`src/rtl/core/tal_pkg.sv`:
```
package tal_pkg;

	// Averaging and sweep geometry.
	localparam int SAMPLES  = 8;
	localparam int CHANNELS = 16;

	// Field and datapath widths.
	localparam int ADC_W  = 12;
	localparam int CH_W   = 4;
	localparam int TEMP_W = 16;
	localparam int COEF_W = 32;
	localparam int SUM_W  = 20;
	localparam int CNT_W  = 8;
	localparam int IDX_W  = 8;
	localparam int X_W    = 16;
	// Numerator of the mean: sum * 16 plus half the divisor.
	localparam int NUM_W  = SUM_W + 5;
	localparam int REM_W  = 8;
	// Horner accumulator and the shift-add product register.
	localparam int ACC_W  = 35;
	localparam int P_W    = ACC_W + X_W + 1;
	localparam int T_W    = ACC_W - 8;
	localparam int STEP_W = 5;

	localparam logic [REM_W:0]   SAMPLES_V  = (REM_W + 1)'(SAMPLES);
	localparam logic [NUM_W-1:0] SAMPLES_HF = NUM_W'(SAMPLES / 2);
	localparam logic [CH_W-1:0]  LAST_CH    = CH_W'(CHANNELS - 1);

	// Coefficient register indexes.
	localparam logic [IDX_W-1:0] REG_CUBIC  = IDX_W'(0);
	localparam logic [IDX_W-1:0] REG_SQUARE = IDX_W'(1);
	localparam logic [IDX_W-1:0] REG_LINEAR = IDX_W'(2);
	localparam logic [IDX_W-1:0] REG_OFFSET = IDX_W'(3);

	// Coefficient reset values, signed Q15.16.
	localparam logic signed [COEF_W-1:0] CUBIC_RST  = -32'sd17572692;
	localparam logic signed [COEF_W-1:0] SQUARE_RST = 32'sd26268533;
	localparam logic signed [COEF_W-1:0] LINEAR_RST = -32'sd22989026;
	localparam logic signed [COEF_W-1:0] OFFSET_RST = 32'sd10406196;

	typedef enum logic [1:0] {
		ST_IDLE,
		ST_DIV,
		ST_MUL,
		ST_OUT
	} state_t;

endpackage

```
`src/rtl/core/thermistor_average_and_linearize.sv`:
```
// Thermistor averaging and cubic linearization.
// Input channel: adc_sample with in_valid/in_stall; one transfer per reading,
// SAMPLES readings per thermistor, thermistors in turn from 0 to CHANNELS-1.
// Output channel: channel, temperature (signed Q8.8), clipped and sweep_done
// with out_valid/out_stall; one result per group of SAMPLES readings.
// Configuration: cfg_index/cfg_data with cfg_valid/cfg_ready write the four
// Q15.16 coefficients; cfg_ready is always high, unknown indexes are ignored.
// Write coefficients only while no group is being evaluated.
// A reading that does not close a group is added to the sum without a stall. The
// closing reading starts a bit-serial restoring divide over the NUM_W = 25
// numerator bits for the mean and three Horner steps on a shift-add multiplier,
// one bit of x per cycle, then the result is loaded into the output register.
// in_stall stays high during that evaluation and while the result waits for
// the output register.
// When the receiver stalls, the output register holds its result and a new
// group can still be collected behind it.
// Reset restores the default coefficients and starts at channel 0 with an
// empty sum; no memory needs clearing.
module thermistor_average_and_linearize
	import tal_pkg::*;
(
	input  logic                     clk,
	input  logic                     arst_n,
	input  logic                     in_valid,
	output logic                     in_stall,
	input  logic [ADC_W-1:0]         adc_sample,
	output logic                     out_valid,
	input  logic                     out_stall,
	output logic [CH_W-1:0]          channel,
	output logic signed [TEMP_W-1:0] temperature,
	output logic                     clipped,
	output logic                     sweep_done,
	input  logic                     cfg_valid,
	output logic                     cfg_ready,
	input  logic [IDX_W-1:0]         cfg_index,
	input  logic [COEF_W-1:0]        cfg_data
);

	state_t state_q, state_d;

	logic signed [COEF_W-1:0] coef_cubic_q, coef_square_q, coef_linear_q, coef_offset_q;
	logic [SUM_W-1:0]  sum_q;
	logic [CNT_W-1:0]  count_q;
	logic [CH_W-1:0]   chan_q;
	logic [STEP_W-1:0] cyc_q;
	logic [1:0]        term_q;
	logic [NUM_W-1:0]  num_q;
	logic [NUM_W-1:0]  quo_q;
	logic [REM_W-1:0]  rem_q;
	logic [X_W-1:0]    xs_q;
	logic signed [ACC_W-1:0] acc_q;
	logic signed [P_W-1:0]   p_q;
	logic out_valid_q;

	logic in_xfer, out_free, group_end, load_out;
	logic [SUM_W-1:0]  sum_nxt;
	logic [CNT_W:0]    count_inc;
	logic [REM_W:0]    trial;
	logic              quo_bit;
	logic [REM_W:0]    rem_nxt;
	logic [NUM_W-1:0]  quo_nxt;
	logic [X_W-1:0]    x_clamped;
	logic signed [P_W-1:0]    p_add, p_sum, p_nxt;
	logic signed [COEF_W-1:0] coef_sel;
	logic signed [ACC_W-1:0]  acc_step;
	logic signed [ACC_W-1:0]  acc_rnd;
	logic signed [T_W-1:0]    t_full;
	logic signed [TEMP_W-1:0] t_sat;
	logic                     t_clip;

	assign cfg_ready = 1'b1;
	assign in_stall  = (state_q != ST_IDLE);
	assign out_valid = out_valid_q;
	assign in_xfer   = in_valid && !in_stall;
	assign out_free  = !out_valid_q || !out_stall;

	// Running sum and reading count of the current thermistor.
	assign sum_nxt   = sum_q + SUM_W'(adc_sample);
	assign count_inc = {1'b0, count_q} + (CNT_W + 1)'(1);
	assign group_end = !(count_inc < SAMPLES_V);

	// One restoring divide step per cycle, numerator entering MSB first.
	assign trial     = {rem_q, num_q[NUM_W-1]};
	assign quo_bit   = (trial >= SAMPLES_V);
	assign rem_nxt   = quo_bit ? (trial - SAMPLES_V) : trial;
	assign quo_nxt   = {quo_q[NUM_W-2:0], quo_bit};
	assign x_clamped = (quo_nxt[NUM_W-1:X_W] != '0) ? '1 : quo_nxt[X_W-1:0];

	// Shift-add multiply, one bit of x per cycle with an arithmetic right shift.
	// Starting from the rounding constant gives the rounded product after 16 steps.
	assign p_add = xs_q[0] ? {{(P_W-ACC_W){acc_q[ACC_W-1]}}, acc_q} : '0;
	assign p_sum = p_q + p_add;
	assign p_nxt = p_sum >>> 1;

	always_comb begin
		case (term_q)
			2'd0:    coef_sel = coef_square_q;
			2'd1:    coef_sel = coef_linear_q;
			default: coef_sel = coef_offset_q;
		endcase
	end

	assign acc_step = p_nxt[ACC_W-1:0] + {{(ACC_W-COEF_W){coef_sel[COEF_W-1]}}, coef_sel};

	// Q15.16 to Q8.8 with rounding, then saturation.
	assign acc_rnd = acc_q + ACC_W'(128);
	assign t_full  = acc_rnd[ACC_W-1:8];

	always_comb begin
		if (t_full > T_W'(32767)) begin
			t_sat  = 16'sh7fff;
			t_clip = 1'b1;
		end else if (t_full < -T_W'(32768)) begin
			t_sat  = 16'sh8000;
			t_clip = 1'b1;
		end else begin
			t_sat  = t_full[TEMP_W-1:0];
			t_clip = 1'b0;
		end
	end

	// Sequencer: next state.
	always_comb begin
		state_d  = state_q;
		load_out = 1'b0;
		unique case (state_q)
			ST_IDLE: begin
				if (in_xfer && group_end) state_d = ST_DIV;
			end
			ST_DIV: begin
				if (cyc_q == STEP_W'(NUM_W - 1)) state_d = ST_MUL;
			end
			ST_MUL: begin
				if (cyc_q == STEP_W'(X_W - 1) && term_q == 2'd2) state_d = ST_OUT;
			end
			ST_OUT: begin
				if (out_free) begin
					load_out = 1'b1;
					state_d  = ST_IDLE;
				end
			end
			default: state_d = ST_IDLE;
		endcase
	end

	always_ff @(posedge clk or negedge arst_n) begin
		if (!arst_n) begin
			state_q <= ST_IDLE;
		end else begin
			state_q <= state_d;
		end
	end

	// Coefficient registers.
	always_ff @(posedge clk or negedge arst_n) begin
		if (!arst_n) begin
			coef_cubic_q  <= CUBIC_RST;
			coef_square_q <= SQUARE_RST;
			coef_linear_q <= LINEAR_RST;
			coef_offset_q <= OFFSET_RST;
		end else if (cfg_valid && cfg_ready) begin
			unique case (cfg_index)
				REG_CUBIC:  coef_cubic_q  <= cfg_data;
				REG_SQUARE: coef_square_q <= cfg_data;
				REG_LINEAR: coef_linear_q <= cfg_data;
				REG_OFFSET: coef_offset_q <= cfg_data;
				default: ;
			endcase
		end
	end

	// Accumulation state, step counter and channel index.
	always_ff @(posedge clk or negedge arst_n) begin
		if (!arst_n) begin
			sum_q   <= '0;
			count_q <= '0;
			chan_q  <= '0;
			cyc_q   <= '0;
			term_q  <= '0;
		end else begin
			if (in_xfer) begin
				if (group_end) begin
					sum_q   <= '0;
					count_q <= '0;
				end else begin
					sum_q   <= sum_nxt;
					count_q <= count_inc[CNT_W-1:0];
				end
			end
			if (load_out) begin
				chan_q <= (chan_q == LAST_CH) ? '0 : chan_q + CH_W'(1);
			end
			unique case (state_q)
				ST_DIV: begin
					cyc_q  <= (cyc_q == STEP_W'(NUM_W - 1)) ? '0 : cyc_q + STEP_W'(1);
					term_q <= '0;
				end
				ST_MUL: begin
					if (cyc_q == STEP_W'(X_W - 1)) begin
						cyc_q  <= '0;
						term_q <= term_q + 2'd1;
					end else begin
						cyc_q <= cyc_q + STEP_W'(1);
					end
				end
				default: begin
					cyc_q  <= '0;
					term_q <= '0;
				end
			endcase
		end
	end

	// Divider and multiplier datapath.
	always_ff @(posedge clk) begin
		if (in_xfer && group_end) begin
			num_q <= {1'b0, sum_nxt, 4'b0000} + SAMPLES_HF;
			quo_q <= '0;
			rem_q <= '0;
		end else if (state_q == ST_DIV) begin
			num_q <= {num_q[NUM_W-2:0], 1'b0};
			quo_q <= quo_nxt;
			rem_q <= rem_nxt[REM_W-1:0];
			if (cyc_q == STEP_W'(NUM_W - 1)) begin
				xs_q  <= x_clamped;
				acc_q <= {{(ACC_W-COEF_W){coef_cubic_q[COEF_W-1]}}, coef_cubic_q};
				p_q   <= P_W'(32768);
			end
		end else if (state_q == ST_MUL) begin
			xs_q <= {xs_q[0], xs_q[X_W-1:1]};
			if (cyc_q == STEP_W'(X_W - 1)) begin
				acc_q <= acc_step;
				p_q   <= P_W'(32768);
			end else begin
				p_q <= p_nxt;
			end
		end
	end

	// Output register.
	always_ff @(posedge clk or negedge arst_n) begin
		if (!arst_n) begin
			out_valid_q <= 1'b0;
		end else if (load_out) begin
			out_valid_q <= 1'b1;
		end else if (out_valid_q && !out_stall) begin
			out_valid_q <= 1'b0;
		end
	end

	always_ff @(posedge clk) begin
		if (load_out) begin
			channel     <= chan_q;
			temperature <= t_sat;
			clipped     <= t_clip;
			sweep_done  <= (chan_q == LAST_CH);
		end
	end

endmodule

```
`config.mk`:
```
export PLATFORM = sky130hd
export DESIGN_NAME = thermistor_average_and_linearize
export DESIGN_NICKNAME = d
export VERILOG_FILES = /design/src/rtl/core/tal_pkg.sv /design/src/rtl/core/thermistor_average_and_linearize.sv
export SDC_FILE = /design/constraint.sdc
export NUM_CORES = 1
export LEC_CHECK = 0
export BUFFER_PORTS_ARGS = -buffer_cell sky130_fd_sc_hd__buf_2
export CAP_MARGIN = 20
export CORE_MARGIN = 4
export CORE_UTILIZATION = 63
export DETAILED_ROUTE_END_ITERATION = 10
export GPL_TIMING_DRIVEN = 0
export PLACE_DENSITY_LB_ADDON = 0.05
export SYNTH_ARGS = -nofsm -noshare
export SYNTH_HDL_FRONTEND = slang
export SYNTH_SLANG_ARGS = --single-unit
```
`constraint.sdc`:
```
create_clock -name clk -period 6.2 [get_ports clk]
set_input_delay 1.24 -clock clk [delete_from_list [all_inputs] [get_ports clk]]
set_output_delay 1.24 -clock clk [all_outputs]
set_load 0.02 [all_outputs]
```
==> flow_summary.toml <==
[route]
drc = 0
final_antenna_net_count = 0
vias = 15000
dr.first_iter.drc_count = 1152
via_per_inst = 6.08
routedWlPerCell_um = 18.6
routed_wl_um = 46000
firstDrtPassIters = 5

[layout]
area_delta_synth_final_pct = 11.6
nFillCells = 2294
n_antenna_cell = 0
multi_input_area_um2 = 10200
final_nets = 2214
final_common_cell = "nand2_1"
final_cell_mix = "nand2_1, edfxtp_1, mux2_2"
seq_area_um2 = 9390
layout-drive-gt1-share_pct = 18.9

[clocking]
worstSkewPairLatency_ns = 0.52
path_clk_slew_ns = 0.06
cts_buffers = 38
cts_tree = "done"
cts_max_path_buffers = 3
root_buffer = "clkbuf_16"
h-tree-depth = 2
cts.sinks = 349

[critical_path]
crit_top_cell = "o21ai_1"
arrival_ns = 6.14
required_ns = 6.44
worstSetupPathType = "reg2reg"
reg2reg_depth = 25
cp_max_fo = 10
path_delay_family = "compound AO/OA/AOI/OAI gates"
r2r-start = "xs_q[0]"
reg2reg_to = "acc_q[24]"
cp.depth = 25
cp_num_buf_inv = 2
r2r_slack_ns = 0.30
cp-start-kind = "flip-flop"
critPathCaptureType = "flip-flop"
critPathSlowestCell = "ha_2"
slowest_delay_ns = 0.41

[placement]
gp_congestion = 0.902
io_buffers = 80
dp_hpwl_um = 33600
dp_slack_ns = 0.0394

[synthesis]
syn_nets = 2088
synth_top_family_by_area = "simple AND/OR/NAND/NOR gates"
synth_xor_area_share_pct = 4.83
avgSynthCellArea_um2 = 10.4
synthTopCellsByArea = "edfxtp_1, dfrtp_1, dfstp_2"
synth-compound-area-share_pct = 14.8
synth_area_um2 = 19900
synth-edff-count = 147
synth-main-ff-cell = "edfxtp_1"
yosysTopAreaCell = "edfxtp_1"
ys_seq_area_share_pct = 47.1
synth_top_area_share_pct = 22.1
ys_ff_latch = 349
synthAdderAreaFrac_pct = 7.14
synthMuxAreaShare_pct = 8.60
ys_warn_count = 0
netlist_instances = 1919
synth-async-reset-ratio_pct = 48.7
synth_cell_types = 79
synth_simple_gate_area_share_pct = 15.2

[floorplan]
num_io_pins = 82
start_util_pct = 64.5
fp-row-count = 64
dieArea_um2 = 34600
core_um2 = 30900
die_y_um = 186
die_w_um = 186

[hold_path]
worstHoldStart = "quo_q[6]"
worstHoldEndpoint = "quo_q[6]"
worst_hold_path_type = "reg2reg"
min_path_cells = 2

[grt]
antenna_found_initial = 2
grt_pass1_vias = 14500
grt-ovfl-total = 0
grt_max_degree = 121
track_usage_pct = 26.6
grt_first_pass_wirelength_um = 74300

[timing]
worstMarginPinSlew_ns = 1.21
maxSlewViolCount = 0
fin_crit_ns = 5.90
period_share_pct = 95.2
setup_tns_ns = 0
timing.final.ws_setup_ns = 0.298
setup_viol = 0
max_slew_margin_pct = 19.3
skew_ns = 0.0144
timing.hold.ws_ns = 0.473
finalHoldViolations = 0
timing.fmax_mhz = 169

[pwr]
p_comb_share_pct = 39.8
internal-power_uw = 5550
pwr-share-seq_pct = 34.3
p_leak_uw = 0.00944
power_uw = 8520
swShare_pct = 34.9
p_switching_uw = 2970
power_density_nw_per_um2 = 383
clockPowerShare_pct = 25.9
irDropWorstVdd_uv = 239

[run_status]
status = "finished clean"

[run]
maxCapViolCount = 0
power by group through the flow:
stage / clock, uW / sequential [uW] / combinational, uW
after floorplan: 0 / 2940 / 2520
after global placement: 0 / 2960 / 3180
after detailed placement: 0 / 2970 / 3260
after CTS: 2240 / 2930 / 3290
after global routing: 2340 / 2950 / 3750
final: 2210 / 2930 / 3390
worst min-delay path, stage by stage (launching register included):
cell	delay, ns
dfxtp_1	0.31
nand2b_1	0.06
a21oi_1	0.06
Yosys cell counts (all sizes together) (6+ instances only):
cell,instances
a211oi,12
nor4,11
a21oi,106
a22oi,33
nor3b,8
mux2i,16
o31ai,12
ha,109
nand3,48
nand4,14
o21a,16
nand2,225
clkbuf,62
buf,9
or3,8
dfxtp,32
edfxtp,147
nand2b,41
a31oi,24
o21ai,126
nor2,93
and2,85
or2,8
nor2b,8
inv,48
dfrtp,104
nor3,25
a21o,48
xnor2,65
o211ai,13
nand3b,6
xor2,45
dfstp,66
mux2,138
o21bai,15
and3,18
o2111ai,6
layout make-up:
type	instances	share of cell area, %
Multi-Input combinational cell	1450	45.6
Buffer	71	1.27
Tap cell	396	2.23
Clock buffer	58	5.16
Inverter	49	0.827
Clock inverter	10	0.360
Sequential cell	349	42.2
Timing Repair Buffer	86	2.31
through the flow:
stage	std cells	util [%]	area, um^2
6_report	2469	72.0	22200
5_1_grt	2469	72.0	22200
4_1_cts	2467	71.7	22200
3_5_place_dp	2399	67.7	20900
3_3_place_gp	2395	67.4	20800
2_1_floorplan	1919	-	19900
registers in the layout (all words and copies together), names as in the netlist, 16 cells and up:
signal / cells
p_q: 51
acc_q: 35
coef_cubic_q: 32
coef_linear_q: 32
coef_offset_q: 32
coef_square_q: 32
quo_q: 24
num_q: 23
sum_q: 20
temperature: 16
xs_q: 16
per-layer routing:
metal  track usage [%]  share of wire, %  up-vias  routed length, um
li1                  -                 -     7252                  -
met2              42.1                45      407              20600
met5                 0             0.059        -                 27
met3              3.99               5.8       76               2690
met4              4.87               1.6        4                749
met1              39.7                48     7261              21900
how the worst max path moves through the flow:
stage,start,to
after detailed placement,xs_q[0],acc_q[24]
after global placement,in_valid,acc_q[6]
final,xs_q[0],acc_q[24]
after global routing,xs_q[0],acc_q[24]
after CTS,xs_q[0],acc_q[24]
after floorplan,xs_q[0],acc_q[24]
kinds of logic (layout without fill, tap and decap cells):
| logic type | count (synthesis) | count (layout) |
|---|---|---|
| flops | 349 | 349 |
| xor+xnor | 110 | 110 |
| other cells | 1 | 1 |
| fa+ha+maj | 112 | 112 |
| compound gates | 459 | 459 |
| simple gates | 614 | 614 |
| buf+inv | 120 | 274 |
| mux | 154 | 154 |
timing repair:
action                                 CTS  global route
endpoints found under the hold margin    0             0
setup endpoints to repair                3            13
gates cloned                             0             0
setup buffers                            0             1
pin swaps                                0             3
gates resized for setup                  2            10
hold buffers                             0             0
Note: power is estimated with default switching activity, not from simulation.
